--- config.mk ---
export PLATFORM = sky130hd
export DESIGN_NAME = mvsm_ctrl
export DESIGN_NICKNAME = d
export VERILOG_FILES = /design/src/hdl/mvsm_pkg.sv /design/src/hdl/mvsm_ctrl.sv
export SDC_FILE = /design/constraint.sdc
export NUM_CORES = 1
export LEC_CHECK = 0
export BUFFER_PORTS_ARGS = -buffer_cell sky130_fd_sc_hd__buf_2
export CAP_MARGIN = 0
export CORE_AREA = 10 10 47 49
export CTS_CLUSTER_SIZE = 10
export DETAILED_ROUTE_END_ITERATION = 8
export DIE_AREA = 0 0 57 59
export HOLD_SLACK_MARGIN = 0.06
export SLEW_MARGIN = 10
export SYNTH_ARGS = -nofsm -noshare
export SYNTH_HDL_FRONTEND = slang
export SYNTH_SLANG_ARGS = --single-unit
--- constraint.sdc ---
create_clock -name clk -period 2.25 [get_ports clk]
set_clock_uncertainty 0.05 [all_clocks]
set_input_delay 0.45 -clock clk [delete_from_list [all_inputs] [get_ports clk]]
set_output_delay 0.45 -clock clk [all_outputs]
set_load 0.02 [all_outputs]
--- src/hdl/mvsm_pkg.sv ---
// ----------------------------------------------------------------------------
// mvsm_pkg
// Shared types, sizes and codes for the multi-voice sample mixer.
// ----------------------------------------------------------------------------
package mvsm_pkg;

  // block configuration
  localparam int NUM_VOICES      = 4;
  localparam int OUT_RATE        = 11025;
  localparam int STORE_ADDR_BITS = 16;
  localparam int STORE_DEPTH     = 2 ** STORE_ADDR_BITS;

  // derived sizes
  localparam int VIDX_W  = (NUM_VOICES > 1) ? $clog2(NUM_VOICES) : 1;
  localparam int STEP_W  = $clog2(((65535 * 256) / OUT_RATE) + 1);
  localparam int POS_W   = 25;                                  // 16.8 plus carry
  localparam int ACC_W   = 9 + $clog2(NUM_VOICES);
  localparam int MASK_W  = 4;

  // step = rate * 256 / OUT_RATE as (rate * RECIP_MUL) >> RECIP_SHIFT;
  // the rounding error of RECIP_MUL stays below OUT_RATE, so the product is
  // exact for every 16-bit rate
  localparam int RECIP_SHIFT = 32;
  localparam int RECIP_W     = 32;
  localparam int PROD_W      = 16 + RECIP_W;
  localparam logic [RECIP_W-1:0] RECIP_MUL =
    RECIP_W'(((64'd1 << (RECIP_SHIFT + 8)) + 64'(OUT_RATE - 1)) / 64'(OUT_RATE));

  // item kinds
  localparam logic [1:0] KIND_LOAD  = 2'd0;
  localparam logic [1:0] KIND_START = 2'd1;
  localparam logic [1:0] KIND_TICK  = 2'd2;

  // start status codes
  localparam logic [1:0] ST_OK         = 2'd0;
  localparam logic [1:0] ST_BAD_VOICE  = 2'd1;
  localparam logic [1:0] ST_BAD_FORMAT = 2'd2;

  localparam logic [15:0] FORMAT_OK = 16'd3;

  localparam int MIX_MAX = 127;
  localparam int MIX_MIN = -128;

  typedef struct packed {
    logic [1:0]  kind;
    logic [15:0] address;
    logic [7:0]  data_byte;
    logic [2:0]  voice;
    logic [15:0] format_code;
    logic [15:0] sample_rate;
    logic [15:0] sample_count;
  } in_t;

  typedef struct packed {
    logic signed [7:0] mix_sample;
    logic              sample_valid;
    logic [1:0]        status;
    logic [3:0]        active_mask;
  } out_t;

  // controller to datapath
  typedef struct packed {
    logic capture;
    logic store_write;
    logic step_load;
    logic voice_write;
    logic mix_clear;
    logic mix_accum;
    logic out_load;
  } cmd_t;

  // datapath to controller
  typedef struct packed {
    logic [1:0] kind;
    logic       start_bad;
    logic       last_voice;
  } sts_t;

endpackage

--- src/hdl/mvsm_ctrl.sv ---
// ----------------------------------------------------------------------------
// mvsm_ctrl
// Sequencer for load, start and tick items and the result handshake.
// ----------------------------------------------------------------------------
module mvsm_ctrl (
  input  logic           clk,
  input  logic           rst_n,
  input  logic           in_valid,
  output logic           in_ready,
  output logic           out_valid,
  input  logic           out_ready,
  input  mvsm_pkg::sts_t sts,
  output mvsm_pkg::cmd_t cmd
);

  typedef enum logic [2:0] {
    S_IDLE,
    S_DECODE,
    S_WRITE,
    S_RD,
    S_ACC,
    S_DONE
  } state_t;

  state_t state_r, state_nxt;
  logic   out_valid_r, out_valid_nxt;
  logic   out_free;

  assign out_free = !out_valid_r || out_ready;
  assign in_ready = state_r == S_IDLE;

  // next state and commands
  always_comb begin
    state_nxt     = state_r;
    out_valid_nxt = out_valid_r && !out_ready;
    cmd           = '0;
    case (state_r)
      S_IDLE: begin
        if (in_valid) begin
          cmd.capture = 1'b1;
          state_nxt   = S_DECODE;
        end
      end
      S_DECODE: begin
        case (sts.kind)
          mvsm_pkg::KIND_LOAD: begin
            cmd.store_write = 1'b1;
            state_nxt       = S_DONE;
          end
          mvsm_pkg::KIND_START: begin
            if (sts.start_bad) begin
              state_nxt = S_DONE;
            end else begin
              cmd.step_load = 1'b1;
              state_nxt     = S_WRITE;
            end
          end
          mvsm_pkg::KIND_TICK: begin
            cmd.mix_clear = 1'b1;
            state_nxt     = S_RD;
          end
          default: begin
            state_nxt = S_DONE;
          end
        endcase
      end
      S_WRITE: begin
        cmd.voice_write = 1'b1;
        state_nxt       = S_DONE;
      end
      // store read issued here, data lands for the accumulate cycle
      S_RD: begin
        state_nxt = S_ACC;
      end
      S_ACC: begin
        cmd.mix_accum = 1'b1;
        state_nxt     = sts.last_voice ? S_DONE : S_RD;
      end
      S_DONE: begin
        if (out_free) begin
          cmd.out_load  = 1'b1;
          out_valid_nxt = 1'b1;
          state_nxt     = S_IDLE;
        end
      end
      default: begin
        state_nxt = S_IDLE;
      end
    endcase
  end

  // state and registered handshake
  always_ff @(posedge clk) begin
    if (!rst_n) begin
      state_r     <= S_IDLE;
      out_valid_r <= 1'b0;
    end else begin
      state_r     <= state_nxt;
      out_valid_r <= out_valid_nxt;
    end
  end

  assign out_valid = out_valid_r;

  // an accepted beat is decoded in the next cycle
  a_accept_decode: assert property (@(posedge clk) disable iff (!rst_n)
    (in_valid && in_ready) |=> (state_r == S_DECODE))
    else $error("accepted beat not decoded");

  // finishing an item always presents a result
  a_done_result: assert property (@(posedge clk) disable iff (!rst_n)
    (state_r == S_DONE && out_free) |=> (out_valid_r && state_r == S_IDLE))
    else $error("finished item without result");

  // the registered step hands over to the voice write
  a_step_write: assert property (@(posedge clk) disable iff (!rst_n)
    cmd.step_load |=> (state_r == S_WRITE))
    else $error("step load not followed by voice write");

endmodule

# Word level (Yosys, flattened, before mapping)
# Cells that the tools add are included.
# word_totals
regBits	4
latch_bits	0
n_memories	0
mem_bits_ro	0
mem_bits_rw	0
# classes
eq_ne	9
n_mux	20
magnitude_cmp	0
n_div	0
n_shift	0
multipliers	0
reduce_logical	7
addsub	0
bitwise_logic	0
# ops
op	count
3-bit one-hot mux with 6 select lines	1
1-bit two-way mux	13
3-bit two-way mux	4
3-bit by 2-bit equality test with 1-bit output (second input constant)	2
3-bit equality test (second input constant)	2
3-bit one-hot mux with 2 select lines	1
2-bit != test (second input constant)	2
3-bit by 1-bit equality test with 1-bit output (second input constant)	1
3-bit logical NOT	1
2-bit by 1-bit equality test with 1-bit output (second input constant)	1
2-bit equality test (second input constant)	1
1-bit logical NOT	2
2-bit logical NOT	1
2-bit two-way mux	1
2-bit AND reduction	1
1-bit logical AND	1
1-bit logical OR	1

# Depth between registers and ports, before layout
# Gate-level depths: netlist (run 1).
# logic_depth
word_depth	4
mapped_depth	5

# Worst setup path before layout (run 1)
# No wires, ideal clock.
# synth_timing
kind	register -> output
start	register state_r[2]
end	output cmd[6] (netlist name)
arrival_time_ns	1.291
path_stages_with_launch	4
required_time_ns	1.750
setup_slack_ns	0.459
path_cell_list	dfxtp_1 buf_2 nor3_1 and2_1
# synth_rtl
item	line	source
start: declaration	mvsm_ctrl.sv:25	state_t state_r, state_nxt;
start signal: assignment	mvsm_ctrl.sv:98	state_r <= state_nxt;
end: declaration	mvsm_ctrl.sv:13	output mvsm_pkg::cmd_t cmd

==> metrics.cfg, run 1 <==
[outcome]
outcome = finished clean

[cts]
clkSinkCount = 4
cts_root_buffer = clkbuf_4
clk_latency_ns = 0.23
cts_buffer_depth = 2
post_cts_buffers = 0
cts_resized = 0
htree_levels = 1
numCtsBuffers = 3
clk_pin_slew_ns = 0.04
cts_tree = built
hold_buffers = 0

[setup_path]
crit_arrival_ns = 1.36
path_delay_family = flip-flops
worstRegToRegCells = 3
path_cells = nor3b_2, and2_1, buf_2
start_kind = flop
critPathMaxFanout = 9
worstSetupPathType = flop to output port
critical_path_required_ns = 1.75
r2r_setup_slack_ns = 0.98
setup.worst_path.end_class = output port
crit_buf_inv = 1
timing.rr.start = state_r[0]
max_stage_delay_ns = 0.49
slowest_stage = dfxtp_1
timing.rr.end = state_r[0]

[finish]
fin_cells = 77
antennaDiodeCount = 0
layout.area.seq_um2 = 80.1
finalNetCount = 75
final_area_um2 = 478
fin_util = 0.341
area_growth_pct = 26.9
fillers = 166
multi_input_area_um2 = 260
layout-drive-gt1-share = 0.344

[min_path]
hold_end = state_r[0]
hp-class = input port to flop
hold_depth = 2
worstHoldStart = rst_n

[route]
wl_um = 921
num_vias = 349
postRouteAntennaNets = 0
wl_per_cell_um = 12.0
drt_iter0_markers = 4
dr.pass1.iters = 3
drc = 0
via_per_inst = 4.53

[placed_design]
globalplace.congestion = 0.661
placed_cells = 74
dp_hpwl_um = 760
post_dp_cell_area_um2 = 455
io_buffers = 16

[synth]
yosys_most_used_dff = dfxtp_1
synth_cell_types = 25
yosys.area_share.simple = 0.352
synth_top_family_by_area = simple AND/OR/NAND/NOR gates
synthesis.instances = 45
avgSynthCellArea_um2 = 8.37
synthArstFlopShare = 0
synth-compound-area-share = 0.206
ys_seq_area_frac = 0.213
synth_nets = 57
synth.area.mux_share = 0
syn_area_um2 = 377
ys_ff_latch = 4
synth_warnings = 0
synth-adder-area-share = 0.133
synth_xor_area_frac = 0
synth-edff-count = 0

[floorplan]
io_pins = 17
fp.dieArea_um2 = 3360
placementRows = 14
die_h_um = 59
coreArea_um2 = 1400
initial_utilization = 0.269
die_w_um = 57

[timing]
setup_viol = 0
max_slew_margin = 0.776
slew_viol_final = 0
finalHoldViolations = 0
period_minus_slack_ns = 1.86
rsz0062_at_grt = false
whs_ns = 0.433
fmax_ghz = 0.538
timing.final.crit_share = 0.827
tightestPinTransition_ns = 0.335
fin_tns_setup_ns = 0

[global_routing]
grt-ovfl-total = 0
grt_max_degree = 11
first_global_vias = 361
grtUsageTotal = 0.0536
grt_pass1_wl_um = 1480
antenna_found_initial = 0

[power]
p_switching_mw = 0.0812
cellPowerDensity_nw_per_um2 = 529
power_frac_comb = 0.305
peakVddDrop_mv = 0.185
power_frac_clock = 0.342
power.internal_mw = 0.172
power_frac_seq = 0.352
switching_share = 0.321
leakagePower_nw = 0.231

[run]
cap_violations = 0

==> cell families after synthesis <==
family | after synthesis
simple gates | 20
compound gates | 10
buf+inv | 7
fa+ha+maj | 4
flops | 4
==> area by class of cell <==
class,instances,share of cell area
inverter,4,0.0314
sequential,4,0.168
multi-input combinational,34,0.545
tap,16,0.0419
clock buffer,3,0.0471
timing repair buffer,16,0.168
==> worst max-delay path by stage <==
stage,startpoint,end,slack [ns],cells after the start
3_3_place_gp,sts[3],cmd[4],0.51,6
6_report,state_r[0],cmd[2],0.39,3
5_1_grt,state_r[0],cmd[4],0.28,3
3_5_place_dp,sts[3],cmd[4],0.47,6
2_1_floorplan,state_r[2],cmd[6],0.46,3
4_1_cts,state_r[0],cmd[4],0.37,3
==> stage by stage <==
step / total power [mW] / worst slack, ns
after CTS: 0.259 / 0.374
final: 0.253 / 0.390
after global routing: 0.273 / 0.278
after floorplan: 0.144 / 0.459
after detailed placement: 0.169 / 0.471
after global placement: 0.167 / 0.510
==> synthesized netlist by cell type, drive strengths merged (2+ instances only) <==
| cell | number | area share |
|---|---|---|
| buf | 3 | 0.056 |
| nor3 | 2 | 0.027 |
| and2 | 4 | 0.066 |
| a21boi | 2 | 0.040 |
| nand2b | 3 | 0.050 |
| nor2b | 3 | 0.050 |
| nor3b | 3 | 0.086 |
| inv | 4 | 0.040 |
| o31a | 2 | 0.047 |
| ha | 4 | 0.13 |
| dfxtp | 4 | 0.21 |
==> layer usage <==
layer	GRT usage	up-vias	routed length [um]
li1	-	188	-
met5	0	-	0
met4	0.0201	0	0
met1	0.0583	150	419
met2	0.0822	11	423
met3	0.0343	0	77
==> worst register-to-register path: cells and delay by family (launching register included) <==
| kind | cells | cell delay (ns) |
|---|---|---|
| flops | 1 | 0.49 |
| compound gates | 2 | 0.36 |
| simple gates | 1 | 0.32 |
==> layout by cell type (no fill, tap or decap), types with 2 or more instances in the layout <==
cell type	count
nand2b_1	3
o31a_1	2
buf_2	16
inv_1	4
clkbuf_4	3
dfxtp_1	4
nor3_1	2
and2_1	4
nor2b_1	3
nor3b_2	2
ha_1	4
==> power groups by stage <==
stage                     Combinational [mW]  Sequential [mW]  Clock, mW
final                                 0.0773           0.0892     0.0866
after global routing                  0.0857           0.0906     0.0967
after global placement                0.0773           0.0900          0
after detailed placement              0.0784           0.0904          0
after floorplan                       0.0649           0.0793          0
after CTS                             0.0787           0.0894     0.0914
==> registers in the layout, summed over array words and instances, names as in the netlist <==
signal / count
state_r: 3
out_valid: 1
Note: power is estimated with default switching activity, not from simulation.
==> inputs of run 2 (changes only) <==
clock period = 1.7 ns   (was 2.25 ns; I/O delays follow)
==> metrics.cfg, run 2 (synthesized netlist as in run 1, its figures left out) <==
[setup_path]
crit_buf_inv = 1  ; unchanged
path_cells = nor3b_4, and2_1, buf_2
setup.worst_path.end_class = output port
timing.rr.start = state_r[0]
crit_arrival_ns = 1.19  ; -0.17 ns
start_kind = flop
slowest_stage = dfxtp_2
max_stage_delay_ns = 0.37  ; -0.12 ns
worstRegToRegCells = 4  ; +1
path_delay_family = simple AND/OR/NAND/NOR gates
critPathMaxFanout = 10  ; +1
critical_path_required_ns = 1.31  ; -0.44 ns
timing.rr.end = state_r[1]
worstSetupPathType = flop to output port
r2r_setup_slack_ns = 0.48  ; -0.50 ns

[floorplan]
fp.dieArea_um2 = 3360  ; unchanged
initial_utilization = 0.269  ; unchanged
coreArea_um2 = 1400  ; unchanged
die_h_um = 59  ; unchanged
io_pins = 17  ; unchanged
die_w_um = 57  ; unchanged
placementRows = 14  ; unchanged

[route]
via_per_inst = 4.65  ; +2.7%
wl_per_cell_um = 11.7  ; -2.6%
wl_um = 909  ; -1.3%
num_vias = 363  ; +4.0%
drc = 0  ; unchanged
postRouteAntennaNets = 0  ; unchanged
drt_iter0_markers = 1  ; -3
dr.pass1.iters = 2  ; -1

[timing]
period_minus_slack_ns = 1.58
timing.final.crit_share = 0.927
slew_viol_final = 0  ; unchanged
max_slew_margin = 0.858  ; +0.0822
fmax_ghz = 0.635
final.setup.worst_slack_ns = 0.125  ; -0.266 ns
setup_viol = 0  ; unchanged
tightestPinTransition_ns = 0.212  ; -0.123 ns
finalHoldViolations = 0  ; unchanged
fin_tns_setup_ns = 0  ; unchanged
rsz0062_at_grt = false

[finish]
layout-drive-gt1-share = 0.387  ; +0.0428
finalNetCount = 76  ; +1.3%
layout.area.seq_um2 = 82.6  ; +3.1%
regMostFlops = state_r
final_common_cell = buf_2
multi_input_area_um2 = 267  ; +2.4%
layout_common_cells = buf_2, inv_1, and2_1, ha_1
antennaDiodeCount = 0  ; unchanged
fin_util = 0.353  ; +0.0116
largest_reg_flops = 3  ; unchanged
fillers = 165  ; -0.60%
area_growth_pct = 31.2

[global_routing]
busiest_layer = met2
grt-ovfl-total = 0  ; unchanged
first_global_vias = 379  ; +5.0%
grtUsageTotal = 0.0579  ; +0.00430
grt_pass1_wl_um = 1580  ; +7.0%
grt_max_degree = 11  ; unchanged
grtUsageMet1 = 0.0606  ; +0.00231
use_met2 = 0.0822  ; unchanged
gr-usage-met3 = 0.0386  ; +0.00429
antenna_found_initial = 0  ; unchanged

[cts]
numCtsBuffers = 3  ; unchanged
htree_levels = 1  ; unchanged
cts_root_buffer = clkbuf_4
cts_tree = built
post_cts_buffers = 0  ; unchanged
clkSinkCount = 4  ; unchanged
hold_buffers = 0  ; unchanged
cts_buffer_depth = 2  ; unchanged
cts_resized = 0  ; unchanged
clk_pin_slew_ns = 0.04  ; about the same
clk_latency_ns = 0.23  ; about the same

[run]
cap_violations = 0  ; unchanged

[placed_design]
globalplace.congestion = 0.683  ; +3.3%
io_buffers = 16  ; unchanged
place_ws_ns = 0.169  ; -0.302 ns
dp_hpwl_um = 727  ; -4.3%

[outcome]
outcome = finished clean

[min_path]
hp-class = input port to flop
hold_depth = 3  ; +1
worstHoldStart = rst_n
hold_end = state_r[1]

[power]
cellPowerDensity_nw_per_um2 = 704  ; +33%
leakagePower_nw = 0.236  ; +2.3%
peakVddDrop_mv = 0.170  ; -8.0%

-- run 2: where the power goes --
part           total, mW  internal, mW  switching, mW
Combinational      0.116        0.0537         0.0622
Sequential         0.114         0.102         0.0115
Clock              0.118        0.0790         0.0393
Total              0.348         0.235          0.113
-- run 2: worst max-delay path by stage --
stage / start / to / slack (ns) / depth (start not counted)
2_1_floorplan: state_r[2] / cmd[6] / 0.02 / 3
3_3_place_gp: sts[3] / cmd[4] / 0.15 / 6
3_5_place_dp: sts[3] / cmd[4] / 0.17 / 6
4_1_cts: state_r[1] / cmd[4] / 0.04 / 3
5_1_grt: state_r[2] / cmd[4] / 0.03 / 3
6_report: state_r[2] / cmd[4] / 0.12 / 3
-- run 2: final cells by class --
cell class	count	share of cell area
Tap cell	16	0.0405
Timing Repair Buffer	17	0.177
Sequential cell	4	0.167
Inverter	4	0.0304
Clock buffer	3	0.0456
Multi-Input combinational cell	34	0.539
-- run 2: through the flow --
stage / power (mW) / std cells / area, um2 / hold slack [ns]
after floorplan: 0.191 / 45 / 377 / 0.418
after global placement: 0.226 / 75 / 463 / 0.467
after detailed placement: 0.227 / 75 / 463 / 0.466
after CTS: 0.354 / 78 / 485 / 0.307
after global routing: 0.377 / 78 / 494 / 0.311
final: 0.348 / 78 / 494 / 0.317
-- run 2: per-layer routing --
layer	wire [um]	part of all wire
met5	0	0
met4	0	0
met3	106	0.12
met2	412	0.45
met1	390	0.43
-- run 2: worst register-to-register path, cell delays in order, from the launching register on --
cell and delay (ns):
dfxtp_1 0.30, buf_4 0.16, or4_1 0.46, nand3_1 0.09, a21oi_1 0.04
==> inputs of run 3 (changes only) <==
clock period = 1.3 ns   (was 1.7 ns; I/O delays follow)
==> metrics.cfg, run 3 (synthesized netlist as in run 1, its figures left out) <==
[placed_design]
place_ws_ns = -0.0715  ; -0.240 ns
globalplace.congestion = 0.670  ; -2.0%
placed_cells = 78  ; +4.0%
io_buffers = 16  ; unchanged
post_dp_cell_area_um2 = 498  ; +7.6%
dp_hpwl_um = 790  ; +8.6%

[finish]
largest_reg_flops = 3  ; unchanged
fin_util = 0.445  ; +0.0920
final_common_cell = buf_2
fillers = 154  ; -6.7%
multi_input_area_um2 = 288  ; +8.0%
antennaDiodeCount = 0  ; unchanged
regMostFlops = state_r
fin_cells = 86  ; +10%
finalNetCount = 84  ; +11%
area_growth_pct = 65.4
final_area_um2 = 623  ; +26%
layout.area.seq_um2 = 91.3  ; +11%
layout-drive-gt1-share = 0.543  ; +0.156
layout_common_cells = buf_2, buf_6, buf_4

[timing]
setup_viol = 9  ; +9
whs_ns = 0.232  ; -0.0840 ns
finalHoldViolations = 0  ; unchanged
period_minus_slack_ns = 1.51
slew_viol_final = 0  ; unchanged
final.setup.worst_slack_ns = -0.212  ; -0.336 ns
fmax_ghz = 0.661
tightestPinTransition_ns = 0.250  ; +0.0381 ns
max_slew_margin = 0.833  ; -0.0255
timing.final.crit_share = 1.16
fin_tns_setup_ns = -1.16  ; -1.16 ns
rsz0062_at_grt = true

[power]
peakVddDrop_mv = 0.348  ; +100%
leakagePower_nw = 0.296  ; +25%
power_mw = 0.533  ; +53%
cellPowerDensity_nw_per_um2 = 856  ; +22%

[cts]
numCtsBuffers = 3  ; unchanged
cts_root_buffer = clkbuf_4
cts_tree = built
htree_levels = 1  ; unchanged
cts_buffer_depth = 2  ; unchanged
clkSinkCount = 4  ; unchanged
clk_latency_ns = 0.24  ; about the same
clk_pin_slew_ns = 0.04  ; about the same

[floorplan]
die_h_um = 59  ; unchanged
io_pins = 17  ; unchanged
fp.dieArea_um2 = 3360  ; unchanged
placementRows = 14  ; unchanged
coreArea_um2 = 1400  ; unchanged
initial_utilization = 0.269  ; unchanged
die_w_um = 57  ; unchanged

[route]
drt_iter0_markers = 4  ; +3
wl_um = 1130  ; +24%
via_per_inst = 4.84  ; +3.9%
dr.pass1.iters = 3  ; +1
postRouteAntennaNets = 0  ; unchanged
wl_per_cell_um = 13.1  ; +13%
drc = 0  ; unchanged
num_vias = 416  ; +15%

[setup_path]
max_stage_delay_ns = 0.36  ; about the same
crit_arrival_ns = 1.20  ; about the same
critPathMaxFanout = 6  ; -4
timing.rr.start = state_r[1]
start_kind = flop
worstRegToRegCells = 4  ; unchanged
setup.worst_path.end_class = output port
worstSetupPathType = flop to output port
cp-startpoint = state_r[1]
crit_end = cmd[6]
slowest_stage = dfxtp_4
timing.rr.end = state_r[1]
path_cells = buf_4, nor3_4, and2_4, buf_6
r2r_setup_slack_ns = -0.01  ; -0.49 ns
critical_path_required_ns = 0.99  ; -0.32 ns

[global_routing]
grtUsageTotal = 0.0658  ; +0.00790
antenna_found_initial = 0  ; unchanged
first_global_vias = 419  ; +11%
grt_max_degree = 7  ; -4
grt_pass1_wl_um = 1840  ; +16%
grt-ovfl-total = 0  ; unchanged

[outcome]
failed_checks = setup timing
outcome = finished with violations

[min_path]
worstHoldStart = rst_n
hp-class = input port to flop

[run]
cap_violations = 0  ; unchanged

-- run 3: how the worst min path moves through the flow --
stage / cells after the start / endpoint / slack [ns]
5_1_grt: 2 / state_r[2] / 0.24
3_5_place_dp: 2 / out_valid / 0.47
3_3_place_gp: 2 / out_valid / 0.46
6_report: 3 / state_r[1] / 0.23
4_1_cts: 3 / state_r[1] / 0.23
2_1_floorplan: 1 / state_r[0] / 0.34
-- run 3: cell type report --
class                           instances  area share
Multi-Input combinational cell         34       0.462
Timing Repair Buffer                   25       0.299
Sequential cell                         4       0.147
Clock buffer                            3      0.0361
Tap cell                               16      0.0321
Inverter                                4      0.0241
-- run 3: metal layers --
layer / global-route usage / share of wire / vias up
met3: 0.0429 / 0.076 / 0
met2: 0.102 / 0.46 / 16
met1: 0.0789 / 0.46 / 191
met5: 0 / 0 / -
li1: - / - / 209
met4: 0 / 0 / 0
-- run 3: worst max-delay path, delay by kind of cell, from the launching register on --
family                 cells  cell delay, ns
and+or+nand+nor            2            0.36
DFF                        1            0.36
buffers and inverters      2            0.25
-- run 3: timing repair --
item	4_1_cts	5_1_grt
hold buffers	0	0
gates resized for setup	24	3
buffers inserted	2	3
endpoints found under the setup margin	8	9
endpoints found under the hold margin	0	0
gates cloned	0	0
pin swaps	5	6
-- run 3: power breakdown --
part	internal (mW)	switching, mW
registers	0.133	0.0169
clock network	0.103	0.0525
logic	0.127	0.100
